==> config.mk <==
export PLATFORM = sky130hd
export DESIGN_NAME = periodic_interrupt_timer
export DESIGN_NICKNAME = d
export VERILOG_FILES = /design/src/hw/rtl/pit_pkg.sv /design/src/hw/rtl/pit_channel.sv /design/src/hw/rtl/periodic_interrupt_timer.sv
export VERILOG_INCLUDE_DIRS = /design/src /design/src/hw/rtl
export SDC_FILE = /design/constraint.sdc
export NUM_CORES = 1
export LEC_CHECK = 0
export BUFFER_PORTS_ARGS = -buffer_cell sky130_fd_sc_hd__buf_2
export CAP_MARGIN = 40
export CORE_AREA = 5 5 293 180
export DETAILED_ROUTE_END_ITERATION = 12
export DIE_AREA = 0 0 298 185
export GPL_TIMING_DRIVEN = 0
export PLACE_DENSITY = 0.52
export SETUP_SLACK_MARGIN = 0.3
export SYNTH_ARGS = -nofsm -noshare
export SYNTH_HDL_FRONTEND = slang
export SYNTH_SLANG_ARGS = --single-unit
==> constraint.sdc <==
create_clock -name aclk -period 3.35 [get_ports aclk]
set_clock_uncertainty 0.1 [all_clocks]
set_input_delay 0.67 -clock aclk [delete_from_list [all_inputs] [get_ports aclk]]
set_output_delay 0.67 -clock aclk [all_outputs]
set_load 0.02 [all_outputs]
==> src/hw/rtl/assert_macros.svh <==
// Assertion helpers shared by the timer RTL.
// No dependencies; each macro expands to one concurrent assertion.
`ifndef ASSERT_MACROS_SVH
`define ASSERT_MACROS_SVH

// Same-cycle implication, checking disabled while reset is asserted.
`define ASSERT_IMPLY(label, clk, rst_n, ante, cons) \
    label: assert property (@(posedge clk) disable iff (!(rst_n)) (ante) |-> (cons)) \
        else $error("timer assertion failed");

// Next-cycle implication, checking disabled while reset is asserted.
`define ASSERT_NEXT(label, clk, rst_n, ante, cons) \
    label: assert property (@(posedge clk) disable iff (!(rst_n)) (ante) |=> (cons)) \
        else $error("timer assertion failed");

`endif

==> src/hw/rtl/pit_pkg.sv <==
// Shared types and constants for the periodic interrupt timer.
// No dependencies; used by pit_channel and periodic_interrupt_timer.
package pit_pkg;

    localparam int CHANNELS_DEF    = 4;
    localparam int COUNT_WIDTH_DEF = 32;
    localparam int WORD_W          = 32;
    localparam int LINES           = 4;

    // Bit positions inside written data
    localparam int CTRL_RUN_BIT = 0;
    localparam int CTRL_IE_BIT  = 1;
    localparam int FLAG_CLR_BIT = 0;

    typedef enum logic [1:0] {
        OP_TICK  = 2'd0,
        OP_WRITE = 2'd1,
        OP_READ  = 2'd2
    } op_t;

    typedef enum logic [1:0] {
        SEL_LOAD  = 2'd0,
        SEL_COUNT = 2'd1,
        SEL_CTRL  = 2'd2,
        SEL_FLAG  = 2'd3
    } sel_t;

    typedef struct packed {
        logic [1:0]        opcode;
        logic [1:0]        channel;
        logic [1:0]        reg_select;
        logic [WORD_W-1:0] write_data;
    } pit_in_t;

    typedef struct packed {
        logic [WORD_W-1:0] read_data;
        logic [LINES-1:0]  irq_lines;
        logic [LINES-1:0]  timeout_flags;
    } pit_out_t;

    // Per-channel command, at most one action set per cycle
    typedef struct packed {
        logic              tick;
        logic              wr_load;
        logic              wr_ctrl;
        logic              clr_flag;
        logic              run_set;
        logic              ie_set;
        logic [WORD_W-1:0] data;
    } chan_cmd_t;

    // Per-channel status, values zero-extended to a word
    typedef struct packed {
        logic [WORD_W-1:0] load;
        logic [WORD_W-1:0] count;
        logic              run;
        logic              ie;
        logic              flag;
        logic              flag_next;
    } chan_stat_t;

endpackage

==> src/hw/rtl/pit_channel.sv <==
// One count-down channel: load value, counter, run/irq-enable and timeout flag.
// Depends on pit_pkg and assert_macros.svh.
`include "assert_macros.svh"

module pit_channel #(
    parameter int COUNT_WIDTH = pit_pkg::COUNT_WIDTH_DEF
) (
    input  logic                aclk,
    input  logic                aresetn,
    input  pit_pkg::chan_cmd_t  cmd,
    output pit_pkg::chan_stat_t stat
);

    localparam int WW = pit_pkg::WORD_W;

    logic [COUNT_WIDTH-1:0] load_reg, load_next;
    logic [COUNT_WIDTH-1:0] count_reg, count_next;
    logic                   run_reg, run_next;
    logic                   ie_reg, ie_next;
    logic                   flag_reg, flag_next;

    // Next-state for tick, load write, control and flag actions
    always_comb begin
        load_next  = load_reg;
        count_next = count_reg;
        run_next   = run_reg;
        ie_next    = ie_reg;
        flag_next  = flag_reg;
        if (cmd.tick && run_reg) begin
            if (count_reg == '0) begin
                flag_next  = 1'b1;
                count_next = load_reg;
            end else begin
                count_next = count_reg - 1'b1;
            end
        end
        if (cmd.wr_load) begin
            load_next = cmd.data[COUNT_WIDTH-1:0];
        end
        if (cmd.wr_ctrl) begin
            // starting a stopped channel reloads it
            if (cmd.run_set && !run_reg) begin
                count_next = load_reg;
            end
            run_next = cmd.run_set;
            ie_next  = cmd.ie_set;
        end
        if (cmd.clr_flag) begin
            flag_next = 1'b0;
        end
    end

    always_ff @(posedge aclk) begin
        if (!aresetn) begin
            load_reg  <= '0;
            count_reg <= '0;
            run_reg   <= 1'b0;
            ie_reg    <= 1'b0;
            flag_reg  <= 1'b0;
        end else begin
            load_reg  <= load_next;
            count_reg <= count_next;
            run_reg   <= run_next;
            ie_reg    <= ie_next;
            flag_reg  <= flag_next;
        end
    end

    assign stat.load      = WW'(load_reg);
    assign stat.count     = WW'(count_reg);
    assign stat.run       = run_reg;
    assign stat.ie        = ie_reg;
    assign stat.flag      = flag_reg;
    assign stat.flag_next = flag_next;

    // Expiry of a running channel raises its flag
    `ASSERT_NEXT(a_expiry_flags, aclk, aresetn,
        cmd.tick && run_reg && (count_reg == '0), flag_reg)
    // A start copies the load value into the counter
    `ASSERT_NEXT(a_start_reload, aclk, aresetn,
        cmd.wr_ctrl && cmd.run_set && !run_reg, count_reg == $past(load_reg))
    // A stopped channel's counter does not move on a tick
    `ASSERT_NEXT(a_stopped_hold, aclk, aresetn,
        cmd.tick && !run_reg && !cmd.wr_ctrl, count_reg == $past(count_reg))

endmodule

==> src/hw/rtl/periodic_interrupt_timer.sv <==
// Periodic interrupt timer top level: channel array, input stage, result register.
// Depends on pit_pkg, pit_channel and assert_macros.svh.
//
// Usage:
//   s_valid/s_ready/s_payload carry one transaction per item: a tick, a register
//   write or a register read (channel, reg_select, write_data). Every accepted
//   transaction produces exactly one result on m_valid/m_ready/m_payload:
//   read_data (zero unless a read), irq_lines and timeout_flags after the item.
//   cfg_wr_en/cfg_wr_data write module_enable; with it low, ticks are ignored.
// Timing:
//   One item per cycle sustained while m_ready is high. A transaction is held
//   in the input register, where the channel registers are updated and the
//   result formed; the result register then presents it on m_payload.
// Stall:
//   While m_ready is low one further transaction is held in the input
//   register; after that s_ready drops until the result is taken.
// Reset:
//   aresetn (synchronous, active low) clears all channels, flags, the module
//   enable and both pipeline valids; no items are in flight afterwards.
`include "assert_macros.svh"

module periodic_interrupt_timer #(
    parameter int CHANNELS    = pit_pkg::CHANNELS_DEF,
    parameter int COUNT_WIDTH = pit_pkg::COUNT_WIDTH_DEF
) (
    input  logic              aclk,
    input  logic              aresetn,
    input  logic              cfg_wr_en,
    input  logic              cfg_wr_data,
    input  logic              s_valid,
    output logic              s_ready,
    input  pit_pkg::pit_in_t  s_payload,
    output logic              m_valid,
    input  logic              m_ready,
    output pit_pkg::pit_out_t m_payload
);

    localparam int WW    = pit_pkg::WORD_W;
    localparam int LINES = pit_pkg::LINES;
    localparam int NV    = (CHANNELS > LINES) ? CHANNELS : LINES;

    logic              enable_reg;
    logic              in_valid_reg, in_valid_next;
    pit_pkg::pit_in_t  in_reg;
    logic              out_valid_reg, out_valid_next;
    pit_pkg::pit_out_t out_reg, out_next;
    logic              fire;
    logic              s_take;

    pit_pkg::chan_cmd_t  cmd  [CHANNELS];
    pit_pkg::chan_stat_t stat [CHANNELS];

    logic [CHANNELS-1:0] flag_vec, flag_now_vec, ie_vec;
    logic [NV-1:0]       flag_wide, ie_wide;
    logic [WW-1:0]       rd_data;

    // Pipeline handshake
    assign fire    = in_valid_reg && (!out_valid_reg || m_ready);
    assign s_ready = !in_valid_reg || fire;
    assign s_take  = s_valid && s_ready;

    always_comb begin
        in_valid_next = in_valid_reg;
        if (s_take) begin
            in_valid_next = 1'b1;
        end else if (fire) begin
            in_valid_next = 1'b0;
        end
        out_valid_next = out_valid_reg;
        if (fire) begin
            out_valid_next = 1'b1;
        end else if (m_ready) begin
            out_valid_next = 1'b0;
        end
    end

    // Decode the held transaction into per-channel commands
    always_comb begin
        for (int c = 0; c < CHANNELS; c++) begin
            logic hit;
            hit = fire && (32'(in_reg.channel) == c)
                && (in_reg.opcode == pit_pkg::OP_WRITE);
            cmd[c].tick     = fire && enable_reg && (in_reg.opcode == pit_pkg::OP_TICK);
            cmd[c].wr_load  = hit && (in_reg.reg_select == pit_pkg::SEL_LOAD);
            cmd[c].wr_ctrl  = hit && (in_reg.reg_select == pit_pkg::SEL_CTRL);
            cmd[c].clr_flag = hit && (in_reg.reg_select == pit_pkg::SEL_FLAG)
                && in_reg.write_data[pit_pkg::FLAG_CLR_BIT];
            cmd[c].run_set  = in_reg.write_data[pit_pkg::CTRL_RUN_BIT];
            cmd[c].ie_set   = in_reg.write_data[pit_pkg::CTRL_IE_BIT];
            cmd[c].data     = in_reg.write_data;
        end
    end

    for (genvar g = 0; g < CHANNELS; g++) begin : g_chan
        pit_channel #(
            .COUNT_WIDTH (COUNT_WIDTH)
        ) u_chan (
            .aclk    (aclk),
            .aresetn (aresetn),
            .cmd     (cmd[g]),
            .stat    (stat[g])
        );
    end

    // Read mux and line vectors
    always_comb begin
        rd_data = '0;
        for (int c = 0; c < CHANNELS; c++) begin
            flag_vec[c]     = stat[c].flag_next;
            flag_now_vec[c] = stat[c].flag;
            ie_vec[c]       = stat[c].ie;
            if ((in_reg.opcode == pit_pkg::OP_READ) && (32'(in_reg.channel) == c)) begin
                unique case (in_reg.reg_select)
                    pit_pkg::SEL_LOAD:  rd_data = stat[c].load;
                    pit_pkg::SEL_COUNT: rd_data = stat[c].count;
                    pit_pkg::SEL_CTRL:  rd_data = {{(WW-2){1'b0}}, stat[c].ie, stat[c].run};
                    pit_pkg::SEL_FLAG:  rd_data = {{(WW-1){1'b0}}, stat[c].flag};
                endcase
            end
        end
    end

    assign flag_wide = NV'(flag_vec);
    assign ie_wide   = NV'(ie_vec);

    // Interrupt enables are unchanged by reads and ticks; after a control
    // write use the new value, taken from the written data for that channel.
    always_comb begin
        logic [NV-1:0] ie_after;
        ie_after = ie_wide;
        if ((in_reg.opcode == pit_pkg::OP_WRITE)
            && (in_reg.reg_select == pit_pkg::SEL_CTRL)
            && (32'(in_reg.channel) < CHANNELS)) begin
            ie_after[in_reg.channel] = in_reg.write_data[pit_pkg::CTRL_IE_BIT];
        end
        out_next.read_data     = rd_data;
        out_next.timeout_flags = flag_wide[LINES-1:0];
        out_next.irq_lines     = flag_wide[LINES-1:0] & ie_after[LINES-1:0];
    end

    always_ff @(posedge aclk) begin
        if (!aresetn) begin
            enable_reg    <= 1'b0;
            in_valid_reg  <= 1'b0;
            out_valid_reg <= 1'b0;
        end else begin
            if (cfg_wr_en) begin
                enable_reg <= cfg_wr_data;
            end
            in_valid_reg  <= in_valid_next;
            out_valid_reg <= out_valid_next;
        end
    end

    always_ff @(posedge aclk) begin
        if (s_take) begin
            in_reg <= s_payload;
        end
        if (fire) begin
            out_reg <= out_next;
        end
    end

    assign m_valid   = out_valid_reg;
    assign m_payload = out_reg;

    // A waiting result and a held item block the input side
    `ASSERT_IMPLY(a_no_overrun, aclk, aresetn,
        out_valid_reg && !m_ready && in_valid_reg, !s_ready)
    // Ticks with the module frozen leave every flag as it was
    `ASSERT_NEXT(a_frozen_flags, aclk, aresetn,
        fire && !enable_reg && (in_reg.opcode == pit_pkg::OP_TICK),
        flag_now_vec == $past(flag_now_vec))
    // A read changes no flag
    `ASSERT_NEXT(a_read_flags, aclk, aresetn,
        fire && (in_reg.opcode == pit_pkg::OP_READ),
        flag_now_vec == $past(flag_now_vec))

endmodule
==> out/metrics.yaml <==
outcome:
  status: "finished clean"
finish:
  seq_area_um2: 7770
  area_delta_synth_final_pct: 17.3
  nFillCells: 5074
  num_antenna_cells: 0
  multi_input_area_um2: 8990
  layout-drive-gt1-share_pct: 13.5
  finalNetCount: 2153
setup_path:
  crit_path_start_kind: "flip-flop"
  cp_data_arrival_time_ns: 3.44
  r2r_setup_slack_ns: 0.27
  critPathMaxFanout: 10
  crit_required_ns: 3.71
  critPathCaptureType: "flip-flop"
  path_class: "reg -> reg"
drt:
  post_drt_wl_per_cell_um: 24.5
  routed_wl_um: 68300
  viasPerCell: 5.79
  drtIter0Drc: 1896
  ant_nets: 0
  drtPass1Iterations: 7
  num_vias: 16143
  drc: 0
cts:
  root_buffer: "clkbuf_16"
  insertion_delay_ns: 0.57
  cts.path.max_buffers: 3
  h-tree-depth: 2
  clkTransAtPathRegs_ns: 0.07
  clock-sinks: 349
  cts_tree: "done"
  numCtsBuffers: 37
synthesis:
  synth-seq-cells: 349
  ys_types: 73
  ys_seq_area_share_pct: 45.1
  syn_nets: 2007
  syn_area_um2: 17200
  ys_top_cells_by_count: "nand2_1 (359), dfxtp_1 (271), a21oi_1 (221), mux2i_1 (123), clkbuf_1 (115)"
  synth_area_per_cell_um2: 8.80
  synthXorXnorAreaFrac_pct: 5.40
  yosysWarnings: 0
  synth_most_common_cell: "nand2_1"
  synth_edf_count: 78
  synth_top_family_by_area: "simple AND/OR/NAND/NOR gates"
  yosys.area.top_type: "dfxtp_1"
  netlist_top_cells_area: "dfxtp_1 (32%), edfxtp_1 (14%), nand2_1 (7.8%)"
  synth.top_cell.area_share_pct: 31.5
  synth_compound_area_share_pct: 15.5
  synth_simple_gate_area_share_pct: 21.6
  synth_mux_area_share_pct: 8.20
  async_flop_share_pct: 0
  synthCells: 1955
  yosys_most_used_dff: "dfxtp_1"
  synth_fa_ha_area_share_pct: 0.582
timing:
  rsz0062_at_grt: "yes"
  setup_ws_ns: 0.272
  fin_crit_ns: 3.08
  worst_slew_pin_slew_ns: 0.961
  hold_violations: 0
  hold_ws_ns: 0.175
  setup_violations: 0
  slew_headroom_pct: 35.9
  fmaxAchievable_mhz: 325
  finalSetupTns_ns: 0
  fin_crit_sh_pct: 91.9
  drv_slew: 0
floorplanning:
  fp.dieW_um: 298
  initial_core_util_pct: 34.4
  core-area_um2: 50000
  die_h_um: 185
  ioPinCount: 86
  die_area_um2: 55100
  std_cell_rows: 64
place:
  io_buffer_count: 85
  gp_congestion: 0.961
  hpwl_um: 52700
  pre_cts_slack_ns: -0.600
global_route:
  grt_max_degree: 25
  first_global_vias: 14943
  grt-ovfl-total: 0
  grt_first_pass_wirelength_um: 99700
  antenna_found_initial: 1
  grt_usage_pct: 24.0
min_path:
  hold_class: "in -> reg"
power:
  ir_worst_vdd_mv: 0.302
  power.density_nw_per_um2: 463
  p_leak_nw: 7.33
job:
  drv_cap: 0
[repair_timing]
| item | CTS | global route |
|---|---|---|
| hold endpoints to repair | 0 | 0 |
| buffers inserted | 4 | 6 |
| resized for setup | 27 | 70 |
| hold buffers | 0 | 0 |
| pin swaps | 4 | 4 |
| endpoints found under the setup margin | 240 | 200 |
[worst max-delay path, cell delays in order, from the launching register on]
cell and delay [ns]:
edfxtp_1 0.52, nor4bb_1 0.48, and3_1 0.21, clkbuf_1 0.47, nand2_2 0.33, or4_1 0.50
xor2_1 0.16, a211oi_1 0.22
[area by class of cell]
class / count / area share (%)
tap: 660 / 4.09
clock buffer: 49 / 5.07
buffer: 142 / 3.08
multi-input combinational: 1451 / 44.6
sequential: 349 / 38.5
clock inverter: 19 / 1.16
timing repair buffer: 107 / 3.30
inverter: 13 / 0.242
[metrics by stage]
step / utilization [%] / cells / instance area (µm²) / power (mW)
floorplan: - / 1955 / 17200 / 4.75
global placement: 36.9 / 2700 / 18500 / 4.98
detailed placement: 37.2 / 2712 / 18600 / 4.99
CTS: 39.9 / 2784 / 20000 / 9.38
global route: 40.3 / 2790 / 20200 / 9.59
finish: 40.3 / 2790 / 20200 / 9.33
[cells in the final DEF, fill, tap and decap left out, drive strengths merged, types with 8 or more instances in the layout]
cell type,n
a211oi,48
a21oi,222
and2,17
buf,125
clkbuf,170
clkinv,11
dfxtp,271
edfxtp,78
ha,8
inv,14
mux2i,123
nand2,359
nand2b,39
nand3,46
nand4,17
nor2,111
nor2b,11
nor3,58
nor4,43
o21ai,39
o221ai,49
o22ai,33
or3,14
or4,24
xnor2,69
xor2,37
[path summary, 6_finish.rpt]
| check | startpoint | endpoint | cells after the start |
|---|---|---|---|
| setup / recovery | in_reg[37]$_DFFE_PP_ | g_chan[0].u_chan.count_reg[22]$_SDFF_PN0_ | 7 |
| hold / removal | s_payload[6] | cmd[6]$_DFFE_PP_ | 1 |
| setup reg to reg | in_reg[37]$_DFFE_PP_ | g_chan[0].u_chan.count_reg[22]$_SDFF_PN0_ | 7 |
| hold reg to reg | g_chan[2].u_chan.load_reg[23]$_SDFFE_PN0P_ | g_chan[2].u_chan.load_reg[23]$_SDFFE_PN0P_ | 2 |
[layer usage]
metal  up-vias  routed length (µm)  global-route usage [%]
met3        77                7360                    5.90
met5         -                   0                       0
met4         0                1020                    3.56
met1      7941               34300                    38.8
li1       7324                   -                       -
met2       801               25600                    32.0
[power breakdown]
part           leakage (nW)  internal, mW  switching (mW)
sequential             2.93          4.35          0.0705
clock                 0.607          2.50            1.91
combinational          3.79         0.154           0.345
total                  7.33          7.00            2.33
[cells by family (layout without fill, tap and decap cells)]
group / Yosys count / after routing
muxes: 132 / 132
and+or+nand+nor: 777 / 777
buffers and inverters: 155 / 330
xor gates and xnor gates: 106 / 106
AOI/OAI and AO/OA: 428 / 428
DFF: 349 / 349
adders and majority gates: 8 / 8
No activity file was read; power rests on OpenSTA's default activity.
